==> src/rtl/adq_pkg.sv <==
// ----------------------------------------------------------------------------
// Array deque package
// Item types, opcodes and status codes of the array-based double-ended queue.
// ----------------------------------------------------------------------------
`timescale 1ns / 1ps

package adq_pkg;

	localparam int DATA_W = 32;

	localparam logic [2:0] OP_INS_REAR  = 3'd0;
	localparam logic [2:0] OP_DEL_FRONT = 3'd1;
	localparam logic [2:0] OP_INS_FRONT = 3'd2;
	localparam logic [2:0] OP_DEL_REAR  = 3'd3;
	localparam logic [2:0] OP_DUMP      = 3'd4;

	localparam logic [1:0] ST_OK       = 2'd0;
	localparam logic [1:0] ST_OVERFLOW = 2'd1;
	localparam logic [1:0] ST_EMPTY    = 2'd2;
	localparam logic [1:0] ST_REFUSED  = 2'd3;

	typedef struct packed {
		logic [2:0]               opcode;
		logic signed [DATA_W-1:0] item_value;
	} in_t;

	typedef struct packed {
		logic [1:0]               status;
		logic signed [DATA_W-1:0] data_value;
		logic                     data_valid;
		logic                     last_of_run;
	} out_t;

endpackage

==> src/rtl/array_double_ended_queue.sv <==
// ----------------------------------------------------------------------------
// Array double-ended queue
// Deque kept in a linear array of QUEUE_DEPTH entries with front and rear
// indices. Input items carry an opcode (insert rear, delete front, insert
// front, delete rear, dump) and a value; results carry a status, the removed
// or dumped value, a data flag and a last-of-run flag.
// Both channels are valid/ready. One item is worked on at a time: in_ready is
// high only while the sequencer is idle and no result is pending.
// Inserts: the result is registered in the cycle after accept. Deletes: the
// result passes through the registered memory read, then the output register.
// Dump: one result per stored entry, each through the memory read, then the
// output register, using the single memory read port and shared index adder.
// A stalled receiver holds the output register; nothing advances until the
// result is taken. Reset empties the queue at once; the entry memory is not
// cleared, and only written entries are ever read.
// ----------------------------------------------------------------------------
`timescale 1ns / 1ps

module array_double_ended_queue #(
	parameter int QUEUE_DEPTH = 16
) (
	input  logic         clk,
	input  logic         arst_n,
	input  logic         in_valid,
	output logic         in_ready,
	input  adq_pkg::in_t in_data,
	output logic         out_valid,
	input  logic         out_ready,
	output adq_pkg::out_t out_data
);
	import adq_pkg::*;

	localparam int AW = $clog2(QUEUE_DEPTH);
	localparam logic [AW:0] REAR_EMPTY = '1;
	localparam logic [AW:0] LAST_IDX = (AW+1)'(QUEUE_DEPTH - 1);

	localparam logic [1:0] S_IDLE = 2'd0;
	localparam logic [1:0] S_READ = 2'd1;
	localparam logic [1:0] S_OUT  = 2'd2;

	logic [1:0]        state_q, state_d;
	logic [AW-1:0]     front_q, front_d;
	logic [AW:0]       rear_q, rear_d;
	logic [AW-1:0]     ptr_q, ptr_d;
	logic              dump_q, dump_d;
	out_t              out_q, res;
	logic              load_res;

	logic [DATA_W-1:0] mem_q [QUEUE_DEPTH];
	logic [DATA_W-1:0] rdata_q;
	logic              wr_en, rd_en;
	logic [AW-1:0]     wr_addr, rd_addr;

	// shared index adder: +1 or -1 on one index at a time
	logic [AW:0]       add_base, add_sum;
	logic              add_dec;

	logic              accept, empty;
	logic [AW-1:0]     rear_lo;

	assign add_sum  = add_base + (add_dec ? REAR_EMPTY : (AW+1)'(1));
	assign in_ready = (state_q == S_IDLE);
	assign accept   = in_valid && in_ready;
	assign empty    = (rear_q == REAR_EMPTY);
	assign rear_lo  = rear_q[AW-1:0];
	assign out_valid = (state_q == S_OUT);
	assign out_data  = out_q;

	always_comb begin
		state_d  = state_q;
		front_d  = front_q;
		rear_d   = rear_q;
		ptr_d    = ptr_q;
		dump_d   = dump_q;
		wr_en    = 1'b0;
		wr_addr  = front_q;
		rd_en    = 1'b0;
		rd_addr  = front_q;
		add_base = {1'b0, front_q};
		add_dec  = 1'b0;
		load_res = 1'b0;
		res      = '{status: ST_OK, data_value: '0, data_valid: 1'b0, last_of_run: 1'b1};

		unique case (state_q)
			S_IDLE: begin
				if (accept) begin
					dump_d = 1'b0;
					unique case (in_data.opcode)
						OP_INS_REAR: begin
							add_base = rear_q;
							load_res = 1'b1;
							state_d  = S_OUT;
							if (!empty && rear_q == LAST_IDX) begin
								res.status = ST_OVERFLOW;
							end else begin
								rear_d  = add_sum;
								wr_en   = 1'b1;
								wr_addr = add_sum[AW-1:0];
							end
						end
						OP_DEL_FRONT: begin
							if (empty) begin
								res.status = ST_EMPTY;
								load_res   = 1'b1;
								state_d    = S_OUT;
							end else begin
								rd_en   = 1'b1;
								rd_addr = front_q;
								state_d = S_READ;
								if (front_q == rear_lo) begin
									front_d = '0;
									rear_d  = REAR_EMPTY;
								end else begin
									front_d = add_sum[AW-1:0];
								end
							end
						end
						OP_INS_FRONT: begin
							load_res = 1'b1;
							state_d  = S_OUT;
							add_dec  = 1'b1;
							if (front_q == '0 && !empty) begin
								res.status = ST_REFUSED;
							end else if (empty) begin
								rear_d  = '0;
								wr_en   = 1'b1;
								wr_addr = '0;
							end else begin
								front_d = add_sum[AW-1:0];
								wr_en   = 1'b1;
								wr_addr = add_sum[AW-1:0];
							end
						end
						OP_DEL_REAR: begin
							if (empty) begin
								res.status = ST_EMPTY;
								load_res   = 1'b1;
								state_d    = S_OUT;
							end else begin
								rd_en    = 1'b1;
								rd_addr  = rear_lo;
								add_base = rear_q;
								add_dec  = 1'b1;
								state_d  = S_READ;
								if (rear_lo == front_q) begin
									front_d = '0;
									rear_d  = REAR_EMPTY;
								end else begin
									rear_d = add_sum;
								end
							end
						end
						OP_DUMP: begin
							if (empty) begin
								res.status = ST_EMPTY;
								load_res   = 1'b1;
								state_d    = S_OUT;
							end else begin
								rd_en   = 1'b1;
								rd_addr = front_q;
								ptr_d   = front_q;
								dump_d  = 1'b1;
								state_d = S_READ;
							end
						end
						default: begin
							// unused opcodes: drop the item, no result
						end
					endcase
				end
			end
			S_READ: begin
				res.data_value  = rdata_q;
				res.data_valid  = 1'b1;
				res.last_of_run = dump_q ? (ptr_q == rear_lo) : 1'b1;
				load_res        = 1'b1;
				state_d         = S_OUT;
			end
			S_OUT: begin
				if (out_ready) begin
					if (dump_q && !out_q.last_of_run) begin
						// advance to the next stored entry
						add_base = {1'b0, ptr_q};
						ptr_d    = add_sum[AW-1:0];
						rd_en    = 1'b1;
						rd_addr  = add_sum[AW-1:0];
						state_d  = S_READ;
					end else begin
						state_d = S_IDLE;
					end
				end
			end
			default: begin
				state_d = S_IDLE;
			end
		endcase
	end

	always_ff @(posedge clk or negedge arst_n) begin
		if (!arst_n) begin
			state_q <= S_IDLE;
			front_q <= '0;
			rear_q  <= REAR_EMPTY;
			ptr_q   <= '0;
			dump_q  <= 1'b0;
		end else begin
			state_q <= state_d;
			front_q <= front_d;
			rear_q  <= rear_d;
			ptr_q   <= ptr_d;
			dump_q  <= dump_d;
		end
	end

	always_ff @(posedge clk) begin
		if (load_res) begin
			out_q <= res;
		end
	end

	always_ff @(posedge clk) begin
		if (wr_en) begin
			mem_q[wr_addr] <= in_data.item_value;
		end
		if (rd_en) begin
			rdata_q <= mem_q[rd_addr];
		end
	end

endmodule

==> config.mk <==
export PLATFORM = sky130hd
export DESIGN_NAME = array_double_ended_queue
export DESIGN_NICKNAME = d
export VERILOG_FILES = /design/src/rtl/adq_pkg.sv /design/src/rtl/array_double_ended_queue.sv
export SDC_FILE = /design/constraint.sdc
export NUM_CORES = 1
export LEC_CHECK = 0
export ABC_AREA = 0
export BUFFER_PORTS_ARGS = -buffer_cell sky130_fd_sc_hd__buf_2
export CAP_MARGIN = 40
export CORE_MARGIN = 2
export CORE_UTILIZATION = 38
export CTS_CLUSTER_DIAMETER = 50
export DETAILED_ROUTE_END_ITERATION = 10
export PLACE_DENSITY = 0.59
export REMOVE_ABC_BUFFERS = 1
export SETUP_SLACK_MARGIN = 0.5
export SYNTH_ARGS = -nofsm -noshare
export SYNTH_HDL_FRONTEND = slang
export SYNTH_SLANG_ARGS = --single-unit
==> constraint.sdc <==
create_clock -name clk -period 5.8 [get_ports clk]
set_input_delay 1.16 -clock clk [delete_from_list [all_inputs] [get_ports clk]]
set_output_delay 1.16 -clock clk [all_outputs]
set_load 0.05 [all_outputs]
==> results.json <==
{
  "worstMarginPinSlew_ns": 0.927,
  "r2r_cells": 16,
  "netlist.area_leader.share": 0.705,
  "syn_area_mm2": 0.0247,
  "clock_latency_ns": 0.61,
  "synth_edf_count": 580,
  "critical_path_class": "input pin to flop",
  "grt_pass1_wl_um": 93100,
  "setup_slack_ns": 0.819,
  "cts_sinks": 596,
  "dp_slack_ns": -0.0750,
  "cp-end-kind": "flop",
  "grt_overflow": 0,
  "drc": 0,
  "maxCapViolCount": 0,
  "postSynthCellCount": 1662,
  "layout.nets": 1809,
  "drtIter0Drc": 1182,
  "dieWidth_um": 259,
  "portBuffers": 76,
  "dieArea_mm2": 0.0671,
  "ctsResizeCount": 0,
  "hold_violations": 0,
  "antennaDiodeCount": 0,
  "cts_hold_buf": 0,
  "max_freq_mhz": 201,
  "cts_tree": "done",
  "clock_skew_ns": 0.0191,
  "cts_htree_levels": 3,
  "routedWlPerCell_um": 23.4,
  "io_pins": 77,
  "fillers": 5611,
  "cp_top_family": "simple AND/OR/NAND/NOR gates",
  "crit_buf_inv": 5,
  "area.growth.synth_to_final_pct": 17.5,
  "cts_buffers": 70,
  "status": "finished clean",
  "peakVddDrop_mv": 0.266,
  "synth_seq_cells": 596,
  "path_max_fanout": 24,
  "coreArea_mm2": 0.0643,
  "cp_cell_sequence": "buf_2 -> or4b_4 -> nor2_1 -> a21boi_0 -> a222oi_1 -> o22ai_1 -> inv_1 -> fa_1 -> o2bb2ai_1 -> a222oi_1 -> buf_4 -> buf_12 -> buf_4 -> nor2b_1 -> a211oi_1 -> nor4_1 -> or4_1",
  "yosysTopAreaCell": "edfxtp_1",
  "wirelength_um": 62600,
  "cp-start-kind": "input pin",
  "async_flop_share": 0.0268,
  "rrSetupSlack_ns": 0.85,
  "ys.flop_type": "edfxtp_1",
  "viasPerCell": 5.59,
  "final_core_util": 0.451,
  "gp_congestion": 0.878,
  "rsz0062_at_grt": "false",
  "num_vias": 14900,
  "dr.pass1.iters": 5,
  "yosysWarnings": 0,
  "whs_ns": 0.484,
  "p_total_w": 0.0132,
  "post_cts_buffers": 0,
  "synth.area.top_cells": "edfxtp_1 70%, a211oi_1 7.3%, nor2b_1 6.3%, nor4_1 3.2%, clkbuf_1 1.2%",
  "drive_above_1_share": 0.176,
  "track_usage": 0.187,
  "cts_buffer_depth": 3,
  "initial_utilization": 0.384,
  "cts-root-buf": "clkbuf_16",
  "cpPeakStageDelay_ns": 0.59,
  "cp_slowest_cell": "or4b_4",
  "timing.slew.headroom": 0.382,
  "ant_nets": 0,
  "slew_viol_final": 0,
  "cp_num_cells": 17,
  "leakagePower_nw": 9.18,
  "hold_path.class": "input pin to async pin",
  "dp_hpwl_um": 33600,
  "cp.arrival_ns": 5.31,
  "period_needed_ns": 4.98,
  "ys_types": 68,
  "cp_data_required_time_ns": 6.13,
  "setup_viol": 0,
  "path_clk_slew_ns": 0.05,
  "grt_max_degree": 130,
  "powerDensity_mw_per_mm2": 456,
  "avgSynthCellArea_um2": 14.9,
  "rows": 93,
  "antenna_found_initial": 8,
  "seq_area_frac_synth": 0.721,
  "finalCritPeriodShare": 0.859,
  "fp.dieH_um": 259,
  "grt_pass1_vias": 14700
}
## cells in the final DEF (no fill, tap or decap), types with 20 or more instances in the layout
cell type and instances:
or4_1 32, buf_2 76, nor2_1 20, edfxtp_1 580, nor2b_1 249, nor4_1 126
o21ai_0 24, buf_4 55, nand2_1 29, buf_12 29, clkbuf_16 75, and2_1 33
a211oi_1 239
## power breakdown
group | leakage [nW] | internal, W | switching [W]
clock network | 1.09 | 0.00255 | 0.00173
registers | 5.43 | 0.00499 | 0.000136
logic | 2.66 | 0.00135 | 0.00250
## routing by layer
metal | wire (um) | track usage
met4 | 1900 | 0.0784
met2 | 30100 | 0.307
met5 | 79 | 0
met3 | 3810 | 0.0370
met1 | 26700 | 0.241
## area by class of cell
class / instances / area [um^2] / area share
clock buffer: 91 / 1940 / 0.0667
timing repair buffer: 163 / 1420 / 0.0489
sequential: 596 / 17800 / 0.614
multi-input combinational: 920 / 6420 / 0.221
inverter: 15 / 56.3 / 0.00194
tap: 855 / 1070 / 0.0368
clock inverter: 35 / 312 / 0.0107
## stage by stage
stage / TNS, ns / area (um^2) / cells
global placement: 0 / 26700 / 2545
CTS: 0 / 29000 / 2673
floorplan: -896.94 / 24100 / 1531
detailed placement: -0.330 / 26800 / 2547
finish: 0 / 29000 / 2675
global route: 0 / 29000 / 2675
## cells in the mapped netlist (3+ instances only)
master      n
edfxtp_1  580
nor2b_1   250
a211oi_1  239
nor4_1    126
clkbuf_1   76
nor2_1     37
and2_1     33
or4_1      32
buf_2      31
nand2_1    29
o21ai_0    24
a21oi_1    16
inv_1      14
buf_1      12
a211oi_2   11
dfrtp_1    11
o22ai_1    10
nand4_1     9
mux2i_1     8
mux2_2      7
buf_6       6
o211ai_1    6
xnor2_1     6
xor2_1      6
buf_4       5
dfstp_2     5
nand3_1     5
a222oi_1    4
nand2b_1    4
nor3_1      4
o31a_1      4
a21boi_0    3
ha_1        3
o21a_1      3
o31ai_1     3
## worst register-to-register path: cells and delay by family, from the launching register on
family                     cells  cell delay (ns)
AOI/OAI and AO/OA              6             1.37
adders and majority gates      1             0.43
buffers and inverters          4             0.79
DFF                            1             0.65
and+or+nand+nor                5             1.46
## path summary, 6_finish.rpt
path / startpoint / end
hold reg to reg: rdata_q[30]$_DFFE_PP_ / out_data[32]$_SDFFCE_PN0P_
min in group clk: rdata_q[30]$_DFFE_PP_ / out_data[32]$_SDFFCE_PN0P_
max in group asynchronous: arst_n / rear_q[0]$_DFFE_PN1P_
setup reg to reg: rear_q[2]$_DFFE_PN1P_ / rdata_q[13]$_DFFE_PP_
setup / recovery: in_data[34] / rdata_q[13]$_DFFE_PP_
hold / removal: arst_n / ptr_q[0]$_DFFE_PN0P_
## state kept, by name, indices dropped and copies added (netlist names)
signal and count:
mem_q 512, out_data 36, rdata_q 32, rear_q 5, front_q 4, ptr_q 4
state_q 2, dump_q 1
## logic make-up after synthesis
group,synth area share
buf+inv,0.0264
xor+xnor,0.00516
mux,0.00643
simple gates,0.134
fa+ha+maj,0.00233
compound gates,0.105
flops,0.721
Note: power is estimated with default switching activity, not from simulation.
